===== config.mk =====
export PLATFORM = sky130hd
export DESIGN_NAME = modular_inverse_top
export DESIGN_NICKNAME = d
export VERILOG_FILES = /design/src/hw/rtl/minv_pkg.sv /design/src/hw/rtl/minv_datapath.sv /design/src/hw/rtl/minv_ctrl.sv /design/src/hw/rtl/modular_inverse_top.sv
export SDC_FILE = /design/constraint.sdc
export NUM_CORES = 2
export LEC_CHECK = 0
export ABC_AREA = 1
export BUFFER_PORTS_ARGS = -buffer_cell sky130_fd_sc_hd__buf_2
export CORE_MARGIN = 3
export CORE_UTILIZATION = 50
export CTS_BUF_LIST = sky130_fd_sc_hd__clkbuf_8 sky130_fd_sc_hd__clkbuf_16
export DETAILED_ROUTE_END_ITERATION = 8
export GPL_ROUTABILITY_DRIVEN = 0
export GPL_TIMING_DRIVEN = 0
export PLACE_DENSITY = 0.66
export SYNTH_ARGS = -nofsm -noshare
export SYNTH_HDL_FRONTEND = slang
export SYNTH_HIERARCHICAL = 1
export SYNTH_SLANG_ARGS = --single-unit

===== constraint.sdc =====
create_clock -name clk -period 35.5 [get_ports clk]
set_input_delay 3.55 -clock clk [delete_from_list [all_inputs] [get_ports clk]]
set_output_delay 3.55 -clock clk [all_outputs]
set_load 0.05 [all_outputs]

===== src/hw/rtl/minv_pkg.sv =====
// Package for the modular inverse block: payload structs, controller states,
// and the command/status structs between controller and datapath.
`default_nettype none
package minv_pkg;
    localparam int WIDTH = 32;
    localparam int CNT_W = $clog2(WIDTH + 1);

    typedef struct packed {
        logic [31:0] value;
        logic [31:0] modulus;
    } in_item_t;

    typedef struct packed {
        logic [31:0] inverse;
        logic        exists;
    } out_item_t;

    typedef enum logic [2:0] {
        ST_IDLE,
        ST_REDUCE,
        ST_CHECK,
        ST_DIVIDE,
        ST_UPDATE,
        ST_FINISH,
        ST_OUTPUT
    } state_t;

    typedef struct packed {
        logic load;        // capture operands
        logic div_start;   // load divider with r0 / r1 (or a / m)
        logic div_step;    // one restoring division step
        logic reduce_done; // r1 <= a mod m
        logic update;      // advance Euclid round with quotient
        logic finish;      // compute result
    } cmd_t;

    typedef struct packed {
        logic m_zero;
        logic r1_zero;
        logic div_last;
    } status_t;
endpackage
`default_nettype wire


===== src/hw/rtl/minv_datapath.sv =====
// Datapath of the modular inverse block: Euclid registers and a shared
// bit-serial restoring divider. Depends on minv_pkg.
`default_nettype none
module minv_datapath (
    input  wire logic               clk,
    input  wire minv_pkg::in_item_t in_item,
    input  wire minv_pkg::cmd_t     cmd,
    output minv_pkg::status_t       status,
    output minv_pkg::out_item_t     result
);
    import minv_pkg::*;

    logic [WIDTH-1:0] m_reg, r0_reg, r1_reg, a_reg;
    logic [WIDTH:0]   t0_reg, t1_reg;      // signed coefficients, |t| <= m
    logic [WIDTH-1:0] dvd_reg, dvs_reg, quo_reg, rem_reg;
    logic [CNT_W-1:0] cnt_reg;
    out_item_t        result_reg;

    logic [WIDTH:0]   trial;
    logic [WIDTH-1:0] rem_shift;
    logic [WIDTH:0]   prod;
    logic [WIDTH:0]   tn;
    logic [WIDTH:0]   t_fix;
    logic             has_inv;

    assign rem_shift = {rem_reg[WIDTH-2:0], dvd_reg[WIDTH-1]};
    assign trial = {rem_reg[WIDTH-1], rem_shift} - {1'b0, dvs_reg};
    // only the low WIDTH+1 bits of q * t1 matter, since |tn| <= m
    assign prod = $signed({1'b0, quo_reg}) * $signed(t1_reg);
    assign tn = t0_reg - prod;
    assign t_fix = t0_reg[WIDTH] ? (t0_reg + {1'b0, m_reg}) : t0_reg;
    assign has_inv = (m_reg != '0) && (r0_reg == WIDTH'(1));

    always_ff @(posedge clk)
    begin
        if (cmd.load)
        begin
            a_reg <= in_item.value[WIDTH-1:0];
            m_reg <= in_item.modulus[WIDTH-1:0];
        end
        if (cmd.div_start)
        begin
            dvd_reg <= cmd.reduce_done ? a_reg : r0_reg;
            dvs_reg <= cmd.reduce_done ? m_reg : r1_reg;
            rem_reg <= '0;
            quo_reg <= '0;
            cnt_reg <= CNT_W'(WIDTH);
        end
        else if (cmd.div_step)
        begin
            dvd_reg <= {dvd_reg[WIDTH-2:0], 1'b0};
            cnt_reg <= cnt_reg - CNT_W'(1);
            if (!trial[WIDTH])
            begin
                rem_reg <= trial[WIDTH-1:0];
                quo_reg <= {quo_reg[WIDTH-2:0], 1'b1};
            end
            else
            begin
                rem_reg <= rem_shift;
                quo_reg <= {quo_reg[WIDTH-2:0], 1'b0};
            end
        end
        if (cmd.reduce_done && !cmd.div_start)
        begin
            r0_reg <= m_reg;
            r1_reg <= rem_reg;
            t0_reg <= '0;
            t1_reg <= (WIDTH+1)'(1);
        end
        if (cmd.update)
        begin
            r0_reg <= r1_reg;
            r1_reg <= rem_reg;
            t0_reg <= t1_reg;
            t1_reg <= tn;
        end
        if (cmd.finish)
        begin
            result_reg.exists  <= has_inv;
            result_reg.inverse <= (has_inv && (m_reg != WIDTH'(1)))
                                  ? 32'(t_fix[WIDTH-1:0]) : '0;
        end
    end

    assign status.m_zero   = (m_reg == '0);
    assign status.r1_zero  = (r1_reg == '0);
    assign status.div_last = (cnt_reg == CNT_W'(1));
    assign result = result_reg;
endmodule
`default_nettype wire


===== src/hw/rtl/minv_ctrl.sv =====
// Controller state machine of the modular inverse block: sequences the
// reduction, Euclid rounds and result handshake. Depends on minv_pkg.
`default_nettype none
module minv_ctrl (
    input  wire logic              clk,
    input  wire logic              rst_n,
    input  wire logic              in_valid,
    output logic                   in_stall,
    output logic                   out_valid,
    input  wire logic              out_stall,
    input  wire minv_pkg::status_t status,
    output minv_pkg::cmd_t         cmd
);
    import minv_pkg::*;

    state_t state_reg, state_next;
    logic   reduce_reg, reduce_next;   // divider is doing the initial a mod m

    always_ff @(posedge clk or negedge rst_n)
    begin
        if (!rst_n)
        begin
            state_reg  <= ST_IDLE;
            reduce_reg <= 1'b0;
        end
        else
        begin
            state_reg  <= state_next;
            reduce_reg <= reduce_next;
        end
    end

    always_comb
    begin
        state_next  = state_reg;
        reduce_next = reduce_reg;
        cmd         = '0;
        in_stall    = 1'b1;
        out_valid   = 1'b0;
        unique case (state_reg)
            ST_IDLE:
            begin
                in_stall = 1'b0;
                if (in_valid)
                begin
                    cmd.load   = 1'b1;
                    state_next = ST_REDUCE;
                end
            end
            ST_REDUCE:
            begin
                // m == 0: skip straight to the no-inverse result
                if (status.m_zero)
                    state_next = ST_FINISH;
                else
                begin
                    cmd.div_start   = 1'b1;
                    cmd.reduce_done = 1'b1;
                    reduce_next     = 1'b1;
                    state_next      = ST_DIVIDE;
                end
            end
            ST_DIVIDE:
            begin
                cmd.div_step = 1'b1;
                if (status.div_last)
                    state_next = reduce_reg ? ST_CHECK : ST_UPDATE;
            end
            ST_CHECK:
            begin
                if (reduce_reg)
                begin
                    cmd.reduce_done = 1'b1;   // set r0/r1/t0/t1
                    reduce_next     = 1'b0;
                end
                else if (status.r1_zero)
                    state_next = ST_FINISH;
                else
                begin
                    cmd.div_start = 1'b1;
                    state_next    = ST_DIVIDE;
                end
            end
            ST_UPDATE:
            begin
                cmd.update = 1'b1;
                state_next = ST_CHECK;
            end
            ST_FINISH:
            begin
                cmd.finish = 1'b1;
                state_next = ST_OUTPUT;
            end
            ST_OUTPUT:
            begin
                out_valid = 1'b1;
                if (!out_stall)
                    state_next = ST_IDLE;
            end
            default:
            begin
                state_next = ST_IDLE;
            end
        endcase
    end
endmodule
`default_nettype wire


===== src/hw/rtl/modular_inverse_top.sv =====
// Top level of the modular inverse block. Instantiates minv_ctrl and
// minv_datapath; depends on minv_pkg.
//
// Computes value^-1 mod modulus by the extended Euclidean algorithm, one item
// at a time. Each item with a nonzero modulus takes one reduction (a mod m)
// plus one round per Euclid quotient; every division runs on one shared
// bit-serial restoring divider. A new item is taken only after the result
// transfers.
`default_nettype none
module modular_inverse_top (
    input  wire logic                clk,
    input  wire logic                rst_n,
    input  wire logic                in_valid,
    output logic                     in_stall,
    input  wire minv_pkg::in_item_t  in_data,
    output logic                     out_valid,
    input  wire logic                out_stall,
    output minv_pkg::out_item_t      out_data
);
    import minv_pkg::*;

    cmd_t    cmd;
    status_t status;

    minv_ctrl u_ctrl (
        .clk       (clk),
        .rst_n     (rst_n),
        .in_valid  (in_valid),
        .in_stall  (in_stall),
        .out_valid (out_valid),
        .out_stall (out_stall),
        .status    (status),
        .cmd       (cmd)
    );

    minv_datapath u_dp (
        .clk     (clk),
        .in_item (in_data),
        .cmd     (cmd),
        .status  (status),
        .result  (out_data)
    );
endmodule
`default_nettype wire


# Yosys cells after proc, flatten, opt, wreduce, memory -nomap -nowiden
# Index checks and enable logic that the tools add are counted.
[totals]
regBits = 365
output_inout_bits = 35
word_cells = 85
in_bits = 68
romBits = 0
ram_bits = 0
latch_bits = 0
memories = 0
[classes]
shifts = 0
bitwise = 0
order_cmp = 0
n_addsub = 4
n_eq_ne = 14
n_reduce_logical = 13
mux = 38
div = 0
n_mul = 1
[op_table]
columns = ["operator", "n"]
rows = [
  ["32-bit two-way mux", 10],
  ["33-bit two-way mux", 4],
  ["32-bit zero test", 2],
  ["33-bit by 33-bit multiplier with 33-bit output", 1],
  ["33-bit by 32-bit subtractor with 33-bit output", 1],
  ["33-bit subtractor", 1],
  ["32-bit adder", 1],
  ["32-bit by 1-bit equality test with 1-bit output (second input constant)", 1],
  ["32-bit by 1-bit inequality test with 1-bit output (second input constant)", 1],
  ["32-bit nonzero test", 1],
  ["3-bit two-way mux", 7],
  ["3-bit case mux with 7 select lines", 1],
  ["1-bit two-way mux", 13],
  ["2-bit inequality test (second input constant)", 5],
  ["3-bit equality test (second input constant)", 3],
  ["3-bit by 2-bit equality test with 1-bit output (second input constant)", 2],
  ["6-bit by 1-bit equality test with 1-bit output (second input constant)", 1],
  ["1-bit case mux with 2 select lines", 3],
  ["2-bit nonzero test", 3],
  ["6-bit by 1-bit subtractor with 6-bit output (second input constant)", 1],
  ["4-bit AND reduction", 1],
  ["3-bit by 1-bit equality test with 1-bit output (second input constant)", 1],
  ["1-bit logical AND", 3],
  ["3-bit zero test", 1],
  ["2 further kinds", 2],
]

# Logic depth before layout (Yosys ltp)
[logic_depth]
ltp_word = 8
ltp_mapped = 35

# Modules after synthesis
# Netlist, hierarchy kept.
[modules_own_cells]
columns = ["module", "cells_each", "area_per_inst_um2", "n_inst"]
rows = [
  ["minv_datapath", 4344, 36373.6, 1],
  ["minv_ctrl", 51, 319.1, 1],
]

# Worst setup path before layout
# No wires, ideal clock.
[synth_path]
kind = "register to register"
from = "register u_dp.m_reg[17]"
to = "register u_dp.r0_reg[0] (enable)"
setup_time_ns = 0.799
path_slack_ns = 22.430
t_arrival_ns = 12.271
stages_incl_launch_ff = 11
path_cell_list = "edfxtp_1 nor4_1 nand2_1 nor4_1 and3_1 inv_1 nand3_1 o21ai_0 clkbuf_1 clkbuf_1 o21ai_0"
[synth_rtl]
columns = ["item", "line_no", "text"]
rows = [
  ["start: declaration", "minv_datapath.sv:13", "logic [WIDTH-1:0] m_reg, r0_reg, r1_reg, a_reg;"],
  ["start signal: assignment", "minv_datapath.sv:39", "m_reg <= in_item.modulus[WIDTH-1:0];"],
  ["end signal: assignment", "minv_datapath.sv:66", "r0_reg <= m_reg;"],
  ["end signal: assignment", "minv_datapath.sv:73", "r0_reg <= r1_reg;"],
  ["end: declaration", "minv_datapath.sv:13", ""],
]

# Worst setup path after layout
[layout_path]
from = "register u_dp.t1_reg[4]"
to = "register u_dp.t1_reg[29] (data pin)"
[layout_via]
elab_chain_len = 3
[layout_lines]
columns = ["item", "line_no", "text"]
rows = [
  ["start: declaration", "minv_datapath.sv:14", "logic [WIDTH:0] t0_reg, t1_reg;"],
  ["start signal: assignment", "minv_datapath.sv:69", "t1_reg <= (WIDTH+1)'(1);"],
  ["start signal: assignment", "minv_datapath.sv:76", "t1_reg <= tn;"],
  ["33-bit by 33-bit multiplier with 33-bit output", "minv_datapath.sv:29", "assign prod = $signed({1'b0, quo_reg}) * $signed(t1_reg);"],
  ["33-bit subtractor", "minv_datapath.sv:30", "assign tn = t0_reg - prod;"],
  ["33-bit two-way mux", "minv_datapath.sv:71", "if (cmd.update)"],
]
# Every way passes these cells.
# A chain may end at the register's enable or synchronous reset.

==> reports/metrics.cfg <==
[outcome]
run_status = finished, final reports clean

[detailed_routing]
wl_per_cell_um = 21.4
dr.first_iter.drc_count = 3812
num_vias = 30400
ant_nets = 0
drc = 0
drt-total-wl_um = 119000
viasPerCell = 5.49
first_pass_iters = 6

[sta]
relSlewSlack_pct = 15.4
setup_tns_ps = 0
min_period_ps = 8760
rsz0062_at_grt = false
fin_skew_ps = 21.0
max_freq_mhz = 114
period_share_pct = 24.7
hold_viol_final = 0
setup_slack_ps = 26740
tightestPinTransition_ps = 1270
setup_viol = 0
maxSlewViolCount = 0

[clock_tree]
clockBufferDepth = 3
cts_tree = built
cts_root_buf = clkbuf_16
numCtsBuffers = 41
clock-sinks = 365
clk_pin_slew_ps = 60
postCtsSetupBuffers = 0
cts-resized-gates = 0
cts-hold-fix-buffers = 0
cts_htree_levels = 2
clk_latency_ps = 600

[pwr]
p_leak_nw = 20.4
power_density_mw_per_mm2 = 73.4
peakVddDrop_mv = 0.329
p_total_mw = 2.94

[finish]
mostFrequentLayoutCell = nand2_1
fin_nets = 5316
antenna_cells = 0
syn_to_final_growth_pct = 9.18
drive_gt1_share_pct = 5.37
final_cell_mix = 1143 x nand2_1, 1093 x inv_1, 472 x fa_1

[die]
die_area_mm2 = 0.0767
die_h_um = 277
core_mm2 = 0.0721
die_w_um = 277
io_pins = 103
fp-row-count = 98
initial_core_util_pct = 50.9

[placed_design]
io_buffers = 102
hpwl_um = 93600
place_ws_ps = 27000

[yosys]
synth_area_per_cell_um2 = 8.35
netlist_area_mm2 = 0.0367
ys_seq_elements = 365
syn_inst = 4395
synth-warning-count = 6
async_flop_share_pct = 1.10
ys.flop_type = edfxtp_1
ys_seq_area_share_pct = 27.9
syn-num-nets = 5161
synth_cell_types = 55
synth_edf_count = 291

[worst_hold_path]
hold_depth = 2
min_path_type = reg -> reg
hp-start = u_dp/rem_reg[26]
min_to = u_dp/rem_reg[26]

[grt]
use_met2_pct = 45.0
grt_pass1_wl_um = 179000
grt_pass1_vias = 29500
met3_usage_pct = 7.65
grt_use_met1_pct = 45.2
grt_antenna_before_repair = 3
grtUsageTotal_pct = 31.0
overflow = 0
grt_busiest_layer = met1
grt_max_degree = 36

[run]
maxCapViolCount = 0

[worst_setup_path]
r2r_end = u_dp/t1_reg[29]
critPathSlowestCell = clkbuf_1
r2r_start = u_dp/t1_reg[4]
startpoint_type = flop
worstPathArrival_ps = 9170
cp_max_fo = 10
crit_top_cell = fa_1
r2r_setup_slack_ps = 26740
worst_path_largest_cell_delay_ps = 760
end_kind = flop
ff2ff_path_depth = 27
required_ps = 35910
path_class = reg -> reg
cpLargestDelayFamily = adder cells
path_buf_inv = 6

==> kinds of logic after synthesis <==
group	Yosys count	synth area share (%)
buffers and inverters	1270	13.2
xor gates and xnor gates	71	1.69
adders and majority gates	698	33.5
AOI/OAI and AO/OA	478	7.14
and+or+nand+nor	1513	16.6
DFF	365	27.9
==> per-layer routing <==
layer  routed length [um]  vias to the layer above
li1                     -                    13600
met2                48900                     1813
met5                   12                        -
met4                 4990                        2
met1                48500                    14600
met3                16100                      302
==> synthesized netlist by cell type, drive strengths merged (4+ instances only) <==
master | n | area (um2)
a21boi | 4 | 30.0
a21o | 16 | 120
a21oi | 146 | 731
a31oi | 9 | 56.3
buf | 57 | 292
clkbuf | 124 | 468
dfrtp | 4 | 100
dfxtp | 70 | 1400
edfxtp | 291 | 8740
fa | 472 | 9450
ha | 226 | 2830
inv | 1088 | 4080
nand2 | 1151 | 4350
nand3 | 110 | 556
nand3b | 9 | 67.6
nand4 | 19 | 134
nor2 | 166 | 633
nor3 | 20 | 105
nor4 | 27 | 175
o211ai | 11 | 82.6
o21a | 6 | 45.0
o21ai | 233 | 1180
o21bai | 11 | 82.6
o22ai | 31 | 194
or2 | 7 | 43.8
xnor2 | 29 | 254
xor2 | 42 | 368
==> worst reg2reg max path, delay by kind of cell, from the launching register on <==
family | cells | cell delay [ps]
AO/OA/AOI/OAI | 3 | 830
adder cells (fa/ha/maj) | 9 | 4450
buffers and inverters | 6 | 1610
flip-flops | 1 | 470
AND/OR/NAND/NOR | 9 | 1240
==> layout make-up <==
| class | instances | area, um2 |
|---|---|---|
| tap | 950 | 1190 |
| clock inverter | 31 | 340 |
| sequential | 365 | 10200 |
| fill | 6623 | 32000 |
| clock buffer | 45 | 1080 |
| inverter | 1089 | 4090 |
| buffer | 181 | 761 |
| timing repair buffer | 112 | 723 |
| multi-input combinational | 2760 | 21600 |
==> how the worst max path moves through the flow <==
| stage | from | slack, ps | depth (start not counted) | to |
|---|---|---|---|---|
| global route | u_dp/t1_reg[4] | 26580 | 26 | u_dp/t1_reg[29] |
| detailed placement | u_dp/t1_reg[5] | 27000 | 26 | u_dp/t1_reg[32] |
| finish | u_dp/t1_reg[4] | 26740 | 27 | u_dp/t1_reg[29] |
| CTS | u_dp/t1_reg[5] | 26950 | 26 | u_dp/t1_reg[32] |
| floorplan | u_dp/m_reg[17] | 22430 | 10 | u_dp/r0_reg[0] |
| global placement | u_dp/m_reg[17] | 16300 | 10 | u_dp/t0_reg[20] |
==> power by group <==
group	internal (mW)	total, mW	switching (mW)	leakage, nW
Sequential	0.484	0.501	0.0174	3.25
Combinational	0.641	1.99	1.35	16.4
Clock	0.259	0.450	0.191	0.719
==> per-stage QoR <==
stage | utilization (%) | hold WS [ps] | cell area (um2) | std cells
after detailed placement | 53.6 | 480 | 38600 | 5457
after CTS | 55.6 | 491 | 40100 | 5533
after global placement | 53.2 | 475 | 38400 | 5447
after global routing | 55.6 | 511 | 40100 | 5533
after floorplan | - | 456 | 36700 | 4395
final | 55.6 | 493 | 40100 | 5533
No activity file was read; power rests on OpenSTA's default activity.
